`src/hdl/cau_pkg.sv`:
```
// Shared types, codes and defaults for the complex arithmetic unit.
package cau_pkg;

	// Default sizes, handed to the top level parameters
	localparam int DEF_WORD_BITS = 32;
	localparam int DEF_FRAC_BITS = 16;
	localparam int DEF_MAX_EXP   = 64;

	// Fixed field widths
	localparam int CMD_BITS  = 3;
	localparam int EXP_BITS  = 8;
	localparam int STAT_BITS = 2;

	// Command codes
	localparam logic [CMD_BITS-1:0] CMD_ADD  = 3'd0;
	localparam logic [CMD_BITS-1:0] CMD_SUB  = 3'd1;
	localparam logic [CMD_BITS-1:0] CMD_MUL  = 3'd2;
	localparam logic [CMD_BITS-1:0] CMD_DIV  = 3'd3;
	localparam logic [CMD_BITS-1:0] CMD_CONJ = 3'd4;
	localparam logic [CMD_BITS-1:0] CMD_NEG  = 3'd5;
	localparam logic [CMD_BITS-1:0] CMD_POW  = 3'd6;

	// Status codes
	localparam logic [STAT_BITS-1:0] STAT_OK  = 2'd0;
	localparam logic [STAT_BITS-1:0] STAT_DZ  = 2'd1;
	localparam logic [STAT_BITS-1:0] STAT_OVF = 2'd2;

	// Sequencer states
	typedef enum logic [2:0] {
		ST_IDLE,
		ST_PROD,
		ST_MFIN,
		ST_DRS,
		ST_DRW,
		ST_DIS,
		ST_DIW,
		ST_STEP
	} state_t;

	// Sequencer controls
	typedef struct packed {
		logic mul_issue;
		logic div_start;
		logic div_imag;
	} ctl_t;

endpackage

```
`src/hdl/cau_mul.sv`:
```
// Shared signed multiplier with a registered product.
module cau_mul #(
	parameter int WORD_BITS = cau_pkg::DEF_WORD_BITS
) (
	input  logic                          clk,
	input  logic signed [WORD_BITS-1:0]   x,
	input  logic signed [WORD_BITS-1:0]   y,
	output logic signed [2*WORD_BITS-1:0] p_s1
);
	import cau_pkg::*;

	// one product per cycle
	always_ff @(posedge clk) begin
		p_s1 <= x * y;
	end

endmodule

```
`config.mk`:
```
export PLATFORM = sky130hd
export DESIGN_NAME = cau_mul
export DESIGN_NICKNAME = d
export VERILOG_FILES = /design/src/hdl/cau_pkg.sv /design/src/hdl/cau_mul.sv
export SDC_FILE = /design/constraint.sdc
export NUM_CORES = 2
export LEC_CHECK = 0
export ABC_AREA = 1
export BUFFER_PORTS_ARGS = -buffer_cell sky130_fd_sc_hd__buf_2
export CORE_MARGIN = 2
export CORE_UTILIZATION = 67
export DETAILED_ROUTE_END_ITERATION = 7
export GPL_ROUTABILITY_DRIVEN = 0
export PLACE_DENSITY = 0.87
export SYNTH_ARGS = -nofsm -noshare
export SYNTH_HDL_FRONTEND = slang
export SYNTH_SLANG_ARGS = --single-unit
```
`constraint.sdc`:
```
create_clock -name clk -period 10.4 [get_ports clk]
set_input_delay 2.08 -clock clk [delete_from_list [all_inputs] [get_ports clk]]
set_output_delay 2.08 -clock clk [all_outputs]
set_load 0.005 [all_outputs]
```
== Word level (Yosys, flattened, before mapping) ==
Index checks and enable logic that the tools add are counted.

* Output and inout port bits: 64
* Input bits: 65
* Bits in registers: 64
* Logic and storage cells: 2

* $mul: 1

{| class="wikitable"
|+ Operators by type and width
! cell !! count
|-
| $mul 32x32->64 || 1
|}

== Longest topological paths before layout ==
* Depth in word-level cells: 1
* Mapped depth: 31
* Gate-level depth less buffers: 30

== Least setup slack after synthesis ==
No wires, ideal clock.

* Path type: input port to flip-flop
* Start: input port x[31]
* End: register p_s1[59]
* Setup time: 0.113 ns
* Slack: 1.676 ns
* Arrival: 8.612 ns
* Required time: 10.287 ns
* Path buffers: 1
* Stages on the path: 27
* Path through: clkbuf_1 -> nand2_1 -> inv_1 -> fa_1 -> inv_1 -> fa_1 -> inv_1 -> fa_1 -> fa_1 -> inv_1 -> fa_1 -> inv_1 -> fa_1 -> inv_1 -> fa_1 -> fa_1 -> inv_1 -> ha_1 -> nand2_2 -> nor2_1 -> inv_1 -> nor2_1 -> nand2_1 -> nor3_1 -> nand2_1 -> nand4_1 -> nand2_1

* Word-level cells in the longest chain between the ends: 1

{| class="wikitable"
|+ RTL lines
! what !! line !! source
|-
| start, declared || cau_mul.sv:6 || <nowiki>input logic signed [WORD_BITS-1:0] x,</nowiki>
|-
| $mul 32x32->64 || cau_mul.sv:14 || <nowiki>p_s1 <= x * y;</nowiki>
|-
| end signal, assigned || cau_mul.sv:14 ||
|-
| end, declared || cau_mul.sv:8 || <nowiki>output logic signed [2*WORD_BITS-1:0] p_s1</nowiki>
|}

Every way passes these cells.

== Worst setup path after layout ==
* Start: input port x[31]
* End: register p_s1[57]

The elaborated chain is that of the path after synthesis.

==> flow_summary.toml <==
[floorplanning]
coreArea_mm2 = 0.0591
initial_utilization_pct = 68.0
dieArea_mm2 = 0.0620
die_h_um = 249
std_cell_rows = 89
ios = 129
die_w_um = 249

[critical_path]
worstPathMaxFanout = 32
crit_buf_inv = 9
worstSetupStartpoint = "x[31]"
start_kind = "input port"
path_depth = 28
cp_data_arrival_time_ps = 10050
crit_top_cell = "fa_1"
required_ps = 10700
slowest_delay_ps = 870
endpoint_kind = "flop"
critPathKind = "input port to flop"
crit_end = "p_s1[57]$_DFF_P_"
cp_slowest_cell = "fa_1"
crit_family = "adder cells"

[global_routing]
grt_pass1_wl_um = 184000
overflow = 0
grt_max_degree = 33
antenna_found_initial = 9
grt_pass1_vias = 36375
grt_usage_pct = 37.9

[synth]
yosysWarningCount = 0
synthArstFlopShare_pct = 0
synth_edf_count = 0
synthTopCellsByArea = "fa_1 (54%), inv_1 (16%), nand2_1 (14%)"
syn_inst = 5124
postSynthAreaPerCell_um2 = 7.85
yosysMostFrequentCell = "inv_1"
yosys_register_bits = 64
yosysTopAreaCell = "fa_1"
synth_flop_cell = "dfxtp_1"
seq_area_frac_synth_pct = 3.19
synth.cell_area_mm2 = 0.0402
synth_common_cells = "inv_1 (1692), nand2_1 (1504), fa_1 (1082)"
synth_fp_nets = 6455
synth_cell_type_count = 27
synth_top_cell_area_share_pct = 53.9

[timing]
finalHoldViolations = 0
setup_viol = 0
worst_slew_pin_slew_ps = 926
finalWorstSetupSlack_ps = 644
drv_slew = 0
post-route-period-util_pct = 93.8
slew-limit-headroom_pct = 38.3
clock.fmax_mhz = 103
tns_ps = 0
fin_crit_ps = 9760
rsz0062_at_grt = "false"

[routing]
first_pass_iters = 7
via_per_inst = 5.58
postRouteAntennaNets = 0
drc = 0
drt_iter0_drc = 3705
avgRoutedWirePerCell_um = 19.0
routed_wl_um = 112000
vias = 32794

[layout]
nFillCells = 4230
fin_nets = 6427
regMostFlops = "p_s1"
final_area_mm2 = 0.0416
multi_input_area_mm2 = 0.0318
area_growth_pct = 3.50
largest_reg_flops = 64
reg_top3 = "p_s1 (64)"
drive_above_1_share_pct = 4.88
seq_area_mm2 = 0.00128

[clock_tree]
cts-root-buf = "clkbuf_16"
cts_made_buffers = 9
post_cts_buffers = 0
cts_tree = "yes"
cts_max_level = 3
cts_hold_buffers = 0
cts-resized-gates = 0
cts_sinks = 64
cts.clk_slew.worst_paths_ps = 60
clock_path_buffers = 2

[flow_run]
max_cap_violations = 0

[placed_design]
port_buffers = 128
hpwl_um = 93300
pre_cts_ws_ps = 406
dpl_cell_area_mm2 = 0.0413

[worst_hold_path]
min-delay-path-class = "input port to flop"

[outcome]
status = "complete, no violations"
## routing by layer
| layer | global-route usage (%) | wire length [µm] | vias up |
|---|---|---|---|
| met1 | 46.4 | 37700 | 16103 |
| met4 | 22.5 | 7970 | 2 |
| li1 | - | - | 13879 |
| met5 | 0 | 10 | - |
| met3 | 8.54 | 13000 | 612 |
| met2 | 62.1 | 52800 | 2198 |
## worst min-delay path by stage
stage                startpoint              end  slack, ps  depth (start not counted)
6_report                   y[0]  p_s1[0]$_DFF_P_       2350                          4
5_1_grt                    y[0]  p_s1[0]$_DFF_P_       2360                          4
4_1_cts                    y[0]  p_s1[0]$_DFF_P_       2350                          4
3_5_place_dp   p_s1[35]$_DFF_P_         p_s1[35]       2460                          1
3_3_place_gp    p_s1[0]$_DFF_P_          p_s1[0]       2450                          1
2_1_floorplan              y[0]  p_s1[0]$_DFF_P_       2180                          2
## cell families (layout without fill, tap and decap cells)
kind of cell               Yosys count  after routing  synth area share, %
other                                0              9                    0
DFF                                 64             64                 3.19
xor gates and xnor gates            34             34                0.741
AOI/OAI and AO/OA                   95             95                 1.26
and+or+nand+nor                   1773           1773                 17.5
buffers and inverters             1892           1867                 17.7
adders and majority gates         1266           1266                 59.6
## tightest hold or removal path: stages
cell     delay [ps]
buf_2           150
buf_4           270
nand2_1         110
inv_1            40
## stage by stage
stage / instances / util (%) / hold slack (ps)
after floorplan: 5124 / - / 2180
after CTS: 5872 / 70.3 / 2350
final: 5881 / 70.4 / 2350
after global placement: 5858 / 69.8 / 2450
after global routing: 5878 / 70.4 / 2360
after detailed placement: 5858 / 69.8 / 2460
## cell usage in the layout, fill, tap and decap left out, types with 9 or more instances in the layout
cell	netlist	final
a21oi_1	62	62
buf_2	0	128
buf_4	0	25
clkbuf_16	0	9
dfxtp_1	64	64
diode_2	0	9
fa_1	1082	1082
ha_1	184	184
inv_1	1692	1692
nand2_1	1504	1504
nand2_2	21	21
nand3_1	73	73
nand4_1	13	13
nor2_1	93	93
nor2_2	31	31
nor3_1	11	11
o21ai_0	17	17
xor2_1	31	31
## area by class of cell
type,count,area share [%]
well taps,773,2.32
diodes,9,0.0541
repair buffers,153,1.99
inverters,1700,15.3
multi-input cells,3168,76.5
clock buffers,10,0.574
clock inverters,4,0.168
flip-flops and latches,64,3.08
Power is not shown: default switching activity piles up to over one toggle a cycle in this logic, so the estimate is an artifact.
